File: src/lgu_pkg.sv
// ============================================================================
// lgu_pkg
// Shared types and constants of the loss and gradient unit.
// ============================================================================
package lgu_pkg;

    typedef enum logic [1:0] {
        MODE_MSE = 2'd0,
        MODE_BCE = 2'd1,
        MODE_CCE = 2'd2
    } t_mode;

    localparam logic REG_MODE = 1'b0;
    localparam logic REG_VLEN = 1'b1;

    localparam int QDEPTH = 2;

    localparam logic [31:0] LN2_Q32 = 32'd2977044472;
    localparam int DIV_STEPS = 49;

    typedef struct packed {
        t_mode              mode;
        logic [12:0]        n;
        logic signed [23:0] p;
        logic [23:0]        pc;
        logic signed [23:0] t;
        logic               last;
    } t_item;

    typedef struct packed {
        logic               start;
        logic signed [48:0] num;
        logic [27:0]        den;
    } t_div_req;

    typedef struct packed {
        logic               busy;
        logic signed [49:0] quo;
    } t_div_rsp;

    typedef struct packed {
        logic        start;
        logic [23:0] x;
    } t_ln_req;

    typedef struct packed {
        logic               busy;
        logic signed [21:0] y;
    } t_ln_rsp;

    function automatic logic signed [31:0] sat32(input logic signed [49:0] v);
        logic signed [31:0] r;
        if (v > 50'sd2147483647) begin
            r = 32'sh7FFF_FFFF;
        end else if (v < -50'sd2147483648) begin
            r = 32'sh8000_0000;
        end else begin
            r = v[31:0];
        end
        return r;
    endfunction

    function automatic logic is_sat32(input logic signed [49:0] v);
        return (v > 50'sd2147483647) || (v < -50'sd2147483648);
    endfunction

endpackage

File: src/lgu_fifo.sv
// ============================================================================
// lgu_fifo
// Short queue of classified requests between front and back.
// ============================================================================
module lgu_fifo
    import lgu_pkg::*;
(
    input  logic  i_clk,
    input  logic  i_rst_n,
    input  logic  i_push,
    input  t_item i_data,
    output logic  o_full,
    input  logic  i_pop,
    output logic  o_valid,
    output t_item o_data
);

    localparam int AW = (QDEPTH > 1) ? $clog2(QDEPTH) : 1;

    t_item            r_mem [QDEPTH];
    logic [AW-1:0]    r_wp;
    logic [AW-1:0]    r_rp;
    logic [AW:0]      r_cnt;

    assign o_full  = r_cnt == (AW+1)'(QDEPTH);
    assign o_valid = r_cnt != '0;
    assign o_data  = r_mem[r_rp];

    always_ff @(posedge i_clk) begin
        if (i_push) begin
            r_mem[r_wp] <= i_data;
        end
    end

    always_ff @(posedge i_clk) begin
        if (!i_rst_n) begin
            r_wp  <= '0;
            r_rp  <= '0;
            r_cnt <= '0;
        end else begin
            if (i_push) begin
                r_wp <= (r_wp == AW'(QDEPTH - 1)) ? '0 : r_wp + 1'b1;
            end
            if (i_pop) begin
                r_rp <= (r_rp == AW'(QDEPTH - 1)) ? '0 : r_rp + 1'b1;
            end
            r_cnt <= r_cnt + (AW+1)'(i_push) - (AW+1)'(i_pop);
        end
    end

endmodule

File: config.mk
export PLATFORM = sky130hd
export DESIGN_NAME = lgu_fifo
export DESIGN_NICKNAME = d
export VERILOG_FILES = /design/src/lgu_pkg.sv /design/src/lgu_fifo.sv
export SDC_FILE = /design/constraint.sdc
export NUM_CORES = 1
export LEC_CHECK = 0
export ABC_AREA = 0
export BUFFER_PORTS_ARGS = -buffer_cell sky130_fd_sc_hd__buf_4
export CORE_ASPECT_RATIO = 1.75
export CORE_UTILIZATION = 30
export CTS_CLUSTER_SIZE = 16
export DETAILED_ROUTE_END_ITERATION = 10
export PLACE_DENSITY_LB_ADDON = 0.25
export SLEW_MARGIN = 20
export SYNTH_ARGS = -nofsm -noshare
export SYNTH_HDL_FRONTEND = slang
export SYNTH_SLANG_ARGS = --single-unit
File: constraint.sdc
create_clock -name i_clk -period 14.7 [get_ports i_clk]
set_input_delay 2.94 -clock i_clk [delete_from_list [all_inputs] [get_ports i_clk]]
set_output_delay 2.94 -clock i_clk [all_outputs]
set_load 0.05 [all_outputs]
# Yosys cells after proc, flatten, opt, wreduce, memory -nomap -nowiden
# Memories as Yosys holds them, arrays and structs flattened. A register that Yosys moved wholly into a read port is not among the register bits.
# Cells that the tools add are included.
totals:
  reg_bits: 4
  latchBits: 0
  ram_bits: 176
  rom_bits: 0
  in_bits: 92
  memories: 1
op_classes:
  n_addsub: 4
  mul: 0
  div: 0
  order_cmp: 0
  eq_ne: 1
  n_shift: 0
  mux: 6
  bitwise_logic: 0
  reduce_logical: 1
mem_list:
  columns: ["name", "depth", "width", "read_ports", "rd_ports_with_merged_regs", "write_ports", "line_no", "text"]
  rows:
  - ["r_mem", 2, 88, 1, 1, 1, "lgu_fifo.sv:20", "t_item r_mem [QDEPTH];"]
op_table:
  columns: ["operator", "n"]
  rows:
  - ["$mux W1", 6]
  - ["$add A1 B1 Y1 const B", 2]
  - ["$add A2 B1 Y2", 1]
  - ["$eq A2 B2 Y1 const B", 1]
  - ["$reduce_bool A2 Y1", 1]
  - ["$sub A2 B1 Y2", 1]

# Logic depth before layout (Yosys ltp)
depth:
  ltp_word: 4
  depth_mapped: 6
  mapped_depth_nobuf: 6

# Least setup slack after synthesis
# No wires, ideal clock.
synth_timing:
  path_kind: "input-to-reg"
  from: "input port i_push"
  to: "memory r_mem[0][0] in the netlist's numbering, enable pin"
  arrival_ns: 6.811
  setup_slack_ns: 7.343
  path_stages: 1
  cell_sequence: "nor2b_1"
synth_between:
  elab_chain_cells: 2
synth_rtl:
  columns: ["element", "line_no", "text"]
  rows:
  - ["start: declaration", "lgu_fifo.sv:10", "input logic i_push,"]
  - ["$mux W1", "lgu_fifo.sv:30", "if (i_push) begin"]
  - ["$mux W1 (not written as such)", "lgu_fifo.sv:31", "r_mem[r_wp] <= i_data;"]
  - ["end: declaration", "lgu_fifo.sv:20", null]
# No other way between the ends.

==> out/results.ini <==
[sta]
relSlewSlack_pct=53.12
report.final.slew_viol_count=0
fin_crit_sh_pct=36.90
rsz0062_at_grt=false
max_freq_mhz=184.4
min_period_ps=5424
setup_tns_ps=0
finalClockSkew_ps=5.932
setup_viol=0
hold_viol_final=0
tightestPinTransition_ps=703.1

[clock_network]
cts.path.max_buffers=2
cts_resized=0
cts.sinks=181
cts_tree=yes
cts.htree.levels=4
post_cts_buffers=0
holdBufCountCts=0
clk_pin_slew_ps=60
cts-buffers-inserted=17
ctsRootBufferMaster=clkbuf_16
clk_latency_ps=420

[power]
finalPower_uw=1272
p_leak_uw=0.003330
vdd_drop_max_mv=0.09051
powerDensity_nw_per_um2=142.7

[global_routing]
grt_first_pass_wirelength_mm=18.91
antenna_found_initial=2
grt_max_degree=47
grt_pass1_vias=3548
grt_overflow=0
track_usage_pct=11.68

[route]
wl_per_cell_um=16.52
viasPerCell=4.191
drc=0
drt_pass1_iterations=4
drt_iter0_markers=121
postRouteAntennaNets=0
routed_wl_mm=13.09
dr_total_vias=3319

[layout]
final_area_um2=8917
diodes=0
final_nets=583
drive_above_1_share_pct=60.40
syn2layout_area_growth_pct=34.02

[floorplanning]
core-area_um2=21590
initial_core_util_pct=30.82
rows=71
ios=182
die_h_um=199.0
dieArea_um2=22800
die_w_um=114.6

[logic_synthesis]
syn_area_per_cell_um2=22.56
netlist_area_um2=6654
yosys_warnings=0
synth_fp_nets=389
synth_cells=295
yosysSeqAreaShare_pct=80.93
ys_ff_latch=181
synth.distinct_cells=14

[critical_path]
r2r_slack_ps=12680
cp-end-kind=output port
r2r_cells=2
required_ps=11760
reg2reg_from=r_wp
crit_arrival_ps=2480
reg2reg_to=r_mem[1][28]
path_class=flip-flop to output port
crit_path_max_fanout=46
crit_path_start_kind=flip-flop
crit_path_end=o_data[77]

[worst_hold_path]
min_from=r_rp
hold_class=flip-flop to flip-flop

[flow_run]
drv_cap=0

[place]
post-dp-hpwl_mm=9.044
numPortBuffers=181
gp_congestion=0.6915
place_area_um2=8347

[outcome]
status=complete, no violations

-- routing by layer --
metal	up-vias	wire, um	share of wire (%)	global-route usage (%)
li1	1546	-	-	-
met1	1642	4336	33	10.54
met2	106	7660	59	21.86
met3	21	714	5.5	4.327
met4	4	346	2.6	6.638
met5	-	27	0.21	0
-- layout by cell type, fill, tap and decap left out, types with 2 or more instances in the layout --
cell type	instances
clkinvlp_4	3
ha_1	2
bufinv_16	3
clkbuf_16	17
and2_1	3
nor2b_1	3
mux2_2	68
edfxtp_1	176
inv_1	2
clkbuf_1	4
buf_4	185
dfxtp_1	4
mux2_4	20
-- critical path, cell delays in order (launching register included) --
cell	delay, ps
dfxtp_4	710
buf_4	670
mux2_2	420
buf_4	190
-- power breakdown --
group          leakage (uW)  internal, uW  switching (uW)  total (uW)
clock              0.000267           265             178         443
sequential          0.00169           597            11.4         608
combinational       0.00137          82.3             138         221
total               0.00333           944             328        1270
-- cells in the mapped netlist --
| library cell | n | share of area, % |
|---|---|---|
| nor2b_1 | 4 | 0.38 |
| o21a_1 | 1 | 0.11 |
| or2_2 | 1 | 0.094 |
| inv_1 | 2 | 0.11 |
| edfxtp_1 | 176 | 79 |
| xor2_1 | 1 | 0.13 |
| xnor3_1 | 1 | 0.34 |
| dfxtp_1 | 5 | 1.5 |
| ha_1 | 2 | 0.38 |
| mux2_2 | 68 | 12 |
| buf_2 | 6 | 0.45 |
| and2_1 | 4 | 0.38 |
| mux2_4 | 20 | 4.5 |
| buf_6 | 4 | 0.68 |
-- how the worst min path moves through the flow --
stage | end | cells past startpoint
after floorplan | flip-flop | 2
after global placement | r_rp | 2
after detailed placement | flip-flop | 2
after CTS | r_rp | 2
after global routing | r_rp | 2
final | r_rp | 2
-- through the flow --
step	instances	worst slack, ps	hold WS (ps)	utilization, %
3_3_place_gp	762	9694	574.8	38.67
6_report	792	9276	592.1	41.31
2_1_floorplan	295	7343	554.6	-
5_1_grt	792	9123	619.7	41.31
4_1_cts	792	9219	592.4	41.31
3_5_place_dp	762	9693	577.6	38.67
-- state kept, by name, summed over array words and instances (netlist names), named ones only --
| signal | cells |
|---|---|
| r_wp | 1 |
| r_cnt | 2 |
| r_rp | 1 |
| r_mem | 176 |
-- layout make-up --
type	count	area [um2]
timing repair buffer	185	1389
clock buffer	21	440.4
inverter	2	7.507
clock inverter	9	130.1
sequential	181	5389
tap	292	365.4
fill	1979	12670
multi-input combinational	102	1196
-- cell families after synthesis --
family / share of synthesized area, %
flip-flops: 80.93
adder cells (fa/ha/maj): 0.3760
XOR/XNOR: 0.4701
multiplexers: 16.02
buffers and inverters: 1.241
AND/OR/NAND/NOR: 0.8461
AO/OA/AOI/OAI: 0.1129
No activity file was read; power rests on OpenSTA's default activity.
