===== src/lgu_pkg.sv =====
// ============================================================================
// lgu_pkg
// Shared types and constants of the loss and gradient unit.
// ============================================================================
package lgu_pkg;

    typedef enum logic [1:0] {
        MODE_MSE = 2'd0,
        MODE_BCE = 2'd1,
        MODE_CCE = 2'd2
    } t_mode;

    localparam logic REG_MODE = 1'b0;
    localparam logic REG_VLEN = 1'b1;

    localparam int QDEPTH = 2;

    localparam logic [31:0] LN2_Q32 = 32'd2977044472;
    localparam int DIV_STEPS = 49;

    typedef struct packed {
        t_mode              mode;
        logic [12:0]        n;
        logic signed [23:0] p;
        logic [23:0]        pc;
        logic signed [23:0] t;
        logic               last;
    } t_item;

    typedef struct packed {
        logic               start;
        logic signed [48:0] num;
        logic [27:0]        den;
    } t_div_req;

    typedef struct packed {
        logic               busy;
        logic signed [49:0] quo;
    } t_div_rsp;

    typedef struct packed {
        logic        start;
        logic [23:0] x;
    } t_ln_req;

    typedef struct packed {
        logic               busy;
        logic signed [21:0] y;
    } t_ln_rsp;

    function automatic logic signed [31:0] sat32(input logic signed [49:0] v);
        logic signed [31:0] r;
        if (v > 50'sd2147483647) begin
            r = 32'sh7FFF_FFFF;
        end else if (v < -50'sd2147483648) begin
            r = 32'sh8000_0000;
        end else begin
            r = v[31:0];
        end
        return r;
    endfunction

    function automatic logic is_sat32(input logic signed [49:0] v);
        return (v > 50'sd2147483647) || (v < -50'sd2147483648);
    endfunction

endpackage


===== src/lgu_if.sv =====
// ============================================================================
// lgu_if
// Request and result channels of the loss and gradient unit.
// ============================================================================
interface lgu_in_if;
    logic               valid;
    logic               ready;
    logic signed [23:0] prediction;
    logic signed [23:0] target;

    modport source (output valid, output prediction, output target, input ready);
    modport sink (input valid, input prediction, input target, output ready);
endinterface



===== src/lgu_front.sv =====
// ============================================================================
// lgu_front
// Register port, request intake and classification (mode, N, clamp, last).
// ============================================================================
module lgu_front
    import lgu_pkg::*;
#(
    parameter int VECTOR_MAX = 4096
) (
    input  logic        i_clk,
    input  logic        i_rst_n,
    input  logic        psel,
    input  logic        penable,
    input  logic        pwrite,
    input  logic [2:0]  paddr,
    input  logic [31:0] pwdata,
    output logic [31:0] prdata,
    output logic        pready,
    lgu_in_if.sink      i_pair,
    input  logic        i_full,
    output logic        o_push,
    output t_item       o_item
);

    logic [1:0]  r_mode;
    logic [12:0] r_vlen;
    logic [12:0] r_count;
    logic [12:0] n_count;
    logic [12:0] n_eff;
    logic [13:0] cnt_inc;
    logic        wr;
    logic        is_last;

    assign pready = 1'b1;
    assign wr     = psel && penable && pwrite;
    assign prdata = (paddr[2] == REG_VLEN) ? {19'b0, r_vlen} : {30'b0, r_mode};

    always_comb begin
        if (r_vlen == 13'd0) begin
            n_eff = 13'd1;
        end else if (32'(r_vlen) > VECTOR_MAX) begin
            n_eff = 13'(VECTOR_MAX);
        end else begin
            n_eff = r_vlen;
        end
    end

    assign cnt_inc = {1'b0, r_count} + 14'd1;
    assign is_last = cnt_inc >= {1'b0, n_eff};
    assign n_count = is_last ? 13'd0 : cnt_inc[12:0];

    assign i_pair.ready = !i_full;
    assign o_push       = i_pair.valid && !i_full;

    always_comb begin
        o_item.n    = n_eff;
        o_item.p    = i_pair.prediction;
        o_item.t    = i_pair.target;
        o_item.last = is_last;
        o_item.pc   = i_pair.prediction;
        case (r_mode)
            MODE_BCE: begin
                o_item.mode = MODE_BCE;
                if (i_pair.prediction < 24'sd1) begin
                    o_item.pc = 24'd1;
                end else if (i_pair.prediction > 24'sd65535) begin
                    o_item.pc = 24'd65535;
                end
            end
            MODE_CCE: begin
                o_item.mode = MODE_CCE;
                if (i_pair.prediction < 24'sd1) begin
                    o_item.pc = 24'd1;
                end
            end
            default: begin
                o_item.mode = MODE_MSE;
            end
        endcase
    end

    always_ff @(posedge i_clk) begin
        if (!i_rst_n) begin
            r_mode  <= 2'd0;
            r_vlen  <= 13'd1;
            r_count <= 13'd0;
        end else begin
            if (wr && paddr[2] == REG_MODE) begin
                r_mode <= pwdata[1:0];
            end
            if (wr && paddr[2] == REG_VLEN) begin
                r_vlen <= pwdata[12:0];
            end
            if (o_push) begin
                r_count <= n_count;
            end
        end
    end

endmodule


===== src/flat_wrapper.sv =====
// flat-port wrapper written by rule: the top's interface ports become plain ports
module lgu_front_flat import lgu_pkg::*;
#(
    parameter int VECTOR_MAX = 4096
)
  (i_clk, i_rst_n, psel, penable, pwrite, paddr, pwdata, prdata, pready, i_full, o_push, o_item, i_pair_valid, i_pair_prediction, i_pair_target, i_pair_ready);
  lgu_in_if i_pair_i ();
  input  logic i_clk;
  input  logic i_rst_n;
  input  logic psel;
  input  logic penable;
  input  logic pwrite;
  input  logic [2:0] paddr;
  input  logic [31:0] pwdata;
  output logic [31:0] prdata;
  output logic pready;
  input  logic i_full;
  output logic o_push;
  output t_item o_item;
  input wire logic [$bits(i_pair_i.valid)-1:0] i_pair_valid;
  input wire logic [$bits(i_pair_i.prediction)-1:0] i_pair_prediction;
  input wire logic [$bits(i_pair_i.target)-1:0] i_pair_target;
  output wire logic [$bits(i_pair_i.ready)-1:0] i_pair_ready;
  assign i_pair_i.valid = i_pair_valid;
  assign i_pair_i.prediction = i_pair_prediction;
  assign i_pair_i.target = i_pair_target;
  assign i_pair_ready = i_pair_i.ready;
  lgu_front #(.VECTOR_MAX(VECTOR_MAX)) u_core (.i_clk(i_clk), .i_rst_n(i_rst_n), .psel(psel), .penable(penable), .pwrite(pwrite), .paddr(paddr), .pwdata(pwdata), .prdata(prdata), .pready(pready), .i_pair(i_pair_i), .i_full(i_full), .o_push(o_push), .o_item(o_item));
endmodule

===== config.mk =====
export PLATFORM = sky130hd
export DESIGN_NAME = lgu_front_flat
export DESIGN_NICKNAME = d
export VERILOG_FILES = /design/src/lgu_pkg.sv /design/src/lgu_if.sv /design/src/lgu_front.sv /design/src/flat_wrapper.sv
export SDC_FILE = /design/constraint.sdc
export NUM_CORES = 1
export LEC_CHECK = 0
export BUFFER_PORTS_ARGS = -buffer_cell sky130_fd_sc_hd__buf_2
export CAP_MARGIN = 10
export CORE_MARGIN = 2
export CORE_UTILIZATION = 43
export DETAILED_ROUTE_END_ITERATION = 7
export PLACE_DENSITY = 0.83
export SLEW_MARGIN = 10
export SYNTH_ARGS = -nofsm -noshare
export SYNTH_HDL_FRONTEND = slang
export SYNTH_SLANG_ARGS = --single-unit

===== constraint.sdc =====
create_clock -name i_clk -period 4.85 [get_ports i_clk]
set_input_delay 0.2425 -clock i_clk [delete_from_list [all_inputs] [get_ports i_clk]]
set_output_delay 0.2425 -clock i_clk [all_outputs]
set_load 0.01 [all_outputs]

Word-level counts from Yosys, hierarchy flattened --
Cells that the tools add are included. W data, S select, Z words.
Word-level totals: register bits 28, bits in latches 0, bits in writable memories 0, ROM bits 0, input port bits 90, output and inout bits 123, logic and storage cells 27, memories kept 0
Operators by class: add/subtract/negate cells 1, multipliers 0, divide/modulo/power cells 0, magnitude comparators 4, equal/unequal tests 2, shifts and indexed selects 0, mux-type cells 9, bitwise gates (word level) 1, reduce and logical (&&, ||, !) cells 7
Operators with widths (count):
- $mux W24 | 3
- $mux W13 | 4
- $pmux W24 S2 | 1
- $gt A24 B17 Y1 const B | 1
- $lt A24 B2 Y1 const B | 1
- $add A13 B1 Y14 const B | 1
- $ge A14 B13 Y1 | 1
- $gt A13 B13 Y1 const B | 1
- $logic_not A13 Y1 | 1
- $logic_and A1 B1 Y1 | 5
- $pmux W2 S2 | 1
- $eq A2 B1 Y1 const B | 1
- $eq A2 B2 Y1 const B | 1
- $logic_not A1 Y1 | 1
- $not A1 Y1 | 1

Depth between registers and ports, before layout --
depth after elaboration 5, depth in mapped cells 13, gate-level depth less buffers 12

Worst setup path before layout --
OpenSTA, ideal clock, no wires.
path type register to output, start point reg u_core.r_count[0], end point out o_item[0] (netlist bit), arrival time 2817 ps, data required time 4608 ps, slack 1790 ps, cell stages (with the launch flop) 14, buffers on the path 3, cell sequence dfxtp_1 > ha_1 > and3_1 > clkbuf_1 > nand3_1 > xnor2_1 > ha_1 > and3_1 > a221oi_1 > o21ai_0 > a41oi_1 > buf_2 > nand2_1 > buf_4
On the way: longest elaborated chain between the ends 2
Ends and longest elaborated chain:
- start: declaration | line lgu_front.sv:27 | logic [12:0] r_count;
- start signal: assignment | line lgu_front.sv:95 | r_count <= n_count;
- $add A13 B1 Y14 | line lgu_front.sv:48 | assign cnt_inc = {1'b0, r_count} + 14'd1;
- $ge A14 B13 Y1 | line lgu_front.sv:49 | assign is_last = cnt_inc >= {1'b0, n_eff};
- end: declaration | line flat_wrapper.sv:19 | output t_item o_item;
No other way between the ends.

==> flow_summary_export.csv <==
group,metric,value,unit
clocking,cts_tree,"yes",
detailed_routing,drt-initial-drc-count,91,
timing,period_share,71.91,%
yosys,synth_commonest_cells,"buf_4, nand2_1, nor2_1",
global_route,grt_max_degree,20,
timing,relSlewSlack,55.83,%
timing,hold_viol,0,
worst_setup_path,cp.required,4.61,ns
worst_setup_path,crit_path_top_delay_cell,"dfxtp_1",
status,status,"finished clean",
global_route,grt_pass1_vias,2237,
yosys,synth_xor_xnor_area_share,3.677,%
die,fp.dieH,82.06,microns
yosys,netlist_area,2620,sq um
yosys,synthAdderAreaFrac,8.118,%
clocking,post-cts-setup-buffers,0,
detailed_routing,wl_per_cell,13.64,microns
min_path,hp-start,"pwdata[10]",
worst_setup_path,r2r.worst_path.cells,12,
clocking,cts-root-buf,"clkbuf_8",
yosys,avgSynthCellArea,7.258,sq um
power,p_per_area,196.2,nW/um^2
clocking,cts.path.max_buffers,2,
timing,setup_viol,0,
layout,seq_area,560.5,sq um
worst_setup_path,startpoint_type,"flip-flop",
global_route,grt_antenna_before_repair,0,
power,p_leak,1.568,nW
min_path,worstHoldPathCells,3,
yosys,synthSimpleGateAreaFrac,27.98,%
yosys,synth_seq_area_share,21.39,%
worst_setup_path,cpPeakStageDelay,0.46,ns
yosys,synthMuxAreaShare,0.7641,%
layout,finalNetCount,532,
worst_setup_path,cp-end-kind,"primary output",
placed_design,dpl.hpwl,5.564,mm
worst_setup_path,crit_family,"simple AND/OR/NAND/NOR gates",
worst_setup_path,path_class,"reg2out",
placed_design,gp_congestion,0.8514,
clocking,cts.sinks,28,
clocking,clkLatencyLatePin,0.28,ns
clocking,cts_buffers,3,
timing,fmax,0.2867,GHz
worst_setup_path,critPathBufInv,2,
worst_setup_path,reg2reg_slack,1.70,ns
clocking,ctsResizeCount,0,
timing,worst_slack,1.362,ns
clocking,cts_hold_buf,0,
die,io_pins,213,
yosys,ys_async_sr_fraction,0,%
detailed_routing,drcViolationCount,0,
layout,drive_gt1_share,31.60,%
worst_setup_path,crit_chain,"ha_1 > and3_1 > nand3_1 > xnor2_1 > ha_1 > and3_1 > a221oi_1 > o21ai_0 > a41oi_1 > buf_4 > nand2_1 > buf_2",
yosys,syn_inst,361,
yosys,synth_top_area_cell,"dfxtp_1",
placed_design,io_buffers,123,
global_route,grt_overflow,0,
timing,whs,0.1905,ns
global_route,grtUsageTotal,20.31,%
timing,maxSlewViolCount,0,
yosys,ys_ff_latch,28,
yosys,yosys_most_used_dff,"dfxtp_1",
timing,tightest_slew,0.6565,ns
detailed_routing,via_count,2513,
clocking,path_clk_slew,0.10,ns
timing,rsz0062_at_grt,"no",
timing,setup_tns,0,ns
timing,period_needed,3.488,ns
die,initial_utilization,44.25,%
layout,multi_input_area,1475,sq um
yosys,yosysMostFrequentCell,"buf_4",
yosys,synth_warnings,0,
yosys,ys_types,43,
worst_setup_path,critPathArrivalTime,3.25,ns
worst_setup_path,r2r-end,"u_core.r_count[5]",
die,die-area,6734,sq um
die,die_w,82.06,microns
die,num_rows,28,
yosys,yosys-top-cells-area,"dfxtp_1, buf_4, ha_1",
detailed_routing,firstDrtPassIters,4,
worst_setup_path,path_max_fanout,15,
yosys,synth_top_family_by_area,"simple AND/OR/NAND/NOR gates",
yosys,yosys.area.top_type_share,21.39,%
detailed_routing,wl,6.807,mm
layout,num-fill-cells,584,
layout,antenna_cells,0,
min_path,hp-class,"in2reg",
yosys,synth_edf_count,0,
worst_setup_path,rr_startpoint,"u_core.r_count[0]",
power,irDropWorstVdd,0.1527,mV
layout,syn2layout_area_growth,10.51,%
min_path,holdPathEnd,"u_core.r_vlen[10]",
yosys,synth-compound-area-share,12.89,%
timing,skew,0.002884,ns
global_route,grt_pass1_wl,10.65,mm
flow_run,drv_cap,0,
clocking,htreeDepth,1,
detailed_routing,viasPerCell,5.036,
detailed_routing,drt.antenna.violating_nets,0,
die,core-area,5921,sq um
placed_design,pre_cts_ws,1.721,ns
==> metrics by stage <==
| step | total power, mW | utilization [%] | instance area [sq um] | cells |
|---|---|---|---|---|
| 3_3_place_gp | 0.3835 | 47.70 | 2824 | 495 |
| 4_1_cts | 0.5706 | 48.90 | 2895 | 499 |
| 2_1_floorplan | 0.3675 | - | 2688 | 379 |
| 5_1_grt | 0.5974 | 48.90 | 2895 | 499 |
| 6_report | 0.5681 | 48.90 | 2895 | 499 |
| 3_5_place_dp | 0.3865 | 47.70 | 2824 | 495 |
==> state kept, by name, summed over array words and instances, names as in the netlist <==
name	cells
u_core.r_count	13
u_core.r_mode	2
u_core.r_vlen	13
==> area by class of cell <==
cell class | count | area share [%]
multi-input combinational | 249 | 50.95
tap | 75 | 3.241
sequential | 28 | 19.36
timing repair buffer | 124 | 21.52
clock buffer | 3 | 1.426
inverter | 19 | 2.463
clock inverter | 1 | 1.037
==> layout by cell type (no fill, tap or decap), drive strengths merged, types with 2 or more instances in the layout <==
master	netlist	final
buf	74	124
nand2	53	53
nor2	31	31
dfxtp	28	28
a21oi	20	20
conb	2	20
and2	20	20
inv	19	19
ha	17	17
nand3	12	12
a21o	9	9
and3	9	9
nor4	6	6
xnor2	6	6
o21ai	6	6
a32o	6	6
xor2	5	5
nor3	4	4
a31oi	3	3
nand4	3	3
clkbuf	9	3
nor2b	2	2
nand4b	2	2
mux2i	2	2
a22o	2	2
==> worst register-to-register path, stage by stage, from the launching register on <==
cell	delay (ns)
dfxtp_1	0.46
ha_1	0.33
and3_1	0.34
nand3_1	0.13
xnor2_1	0.22
ha_1	0.28
and3_1	0.21
a221oi_1	0.27
o21ai_0	0.12
a41oi_1	0.18
buf_4	0.23
and3_1	0.20
a22o_1	0.13
==> power breakdown <==
| group | leakage (nW) | switching [mW] | internal, mW |
|---|---|---|---|
| registers | 0.226 | 0.00407 | 0.233 |
| clock network | 0.0357 | 0.0761 | 0.111 |
| logic | 1.31 | 0.0861 | 0.0580 |
| total | 1.57 | 0.166 | 0.402 |
==> how the worst max path moves through the flow <==
stage | start | to | slack, ns | cells after the start
global placement | u_core.r_count[0] | o_item[0] | 1.78 | 12
CTS | u_core.r_count[0] | o_item[0] | 1.39 | 12
detailed placement | u_core.r_count[0] | o_item[0] | 1.72 | 12
floorplan | u_core.r_count[0] | o_item[0] | 1.79 | 13
finish | u_core.r_count[0] | o_item[0] | 1.36 | 12
global route | u_core.r_count[0] | o_item[0] | 1.16 | 12
==> routing by layer <==
layer  GRT usage, %  routed length, microns  vias to the layer above
li1               -                       -                     1249
met1          25.82                    2968                     1135
met2          35.77                    3264                      120
met3          2.527                     480                        9
met4          5.833                      94                        0
met5              0                       0                        -
==> cell families after synthesis <==
group           Yosys count
compound gates           51
flops                    28
mux                       2
other cells               2
simple gates            148
xor+xnor                 11
buf+inv                 102
fa+ha+maj                17
Power figures use the tool's default switching activity.
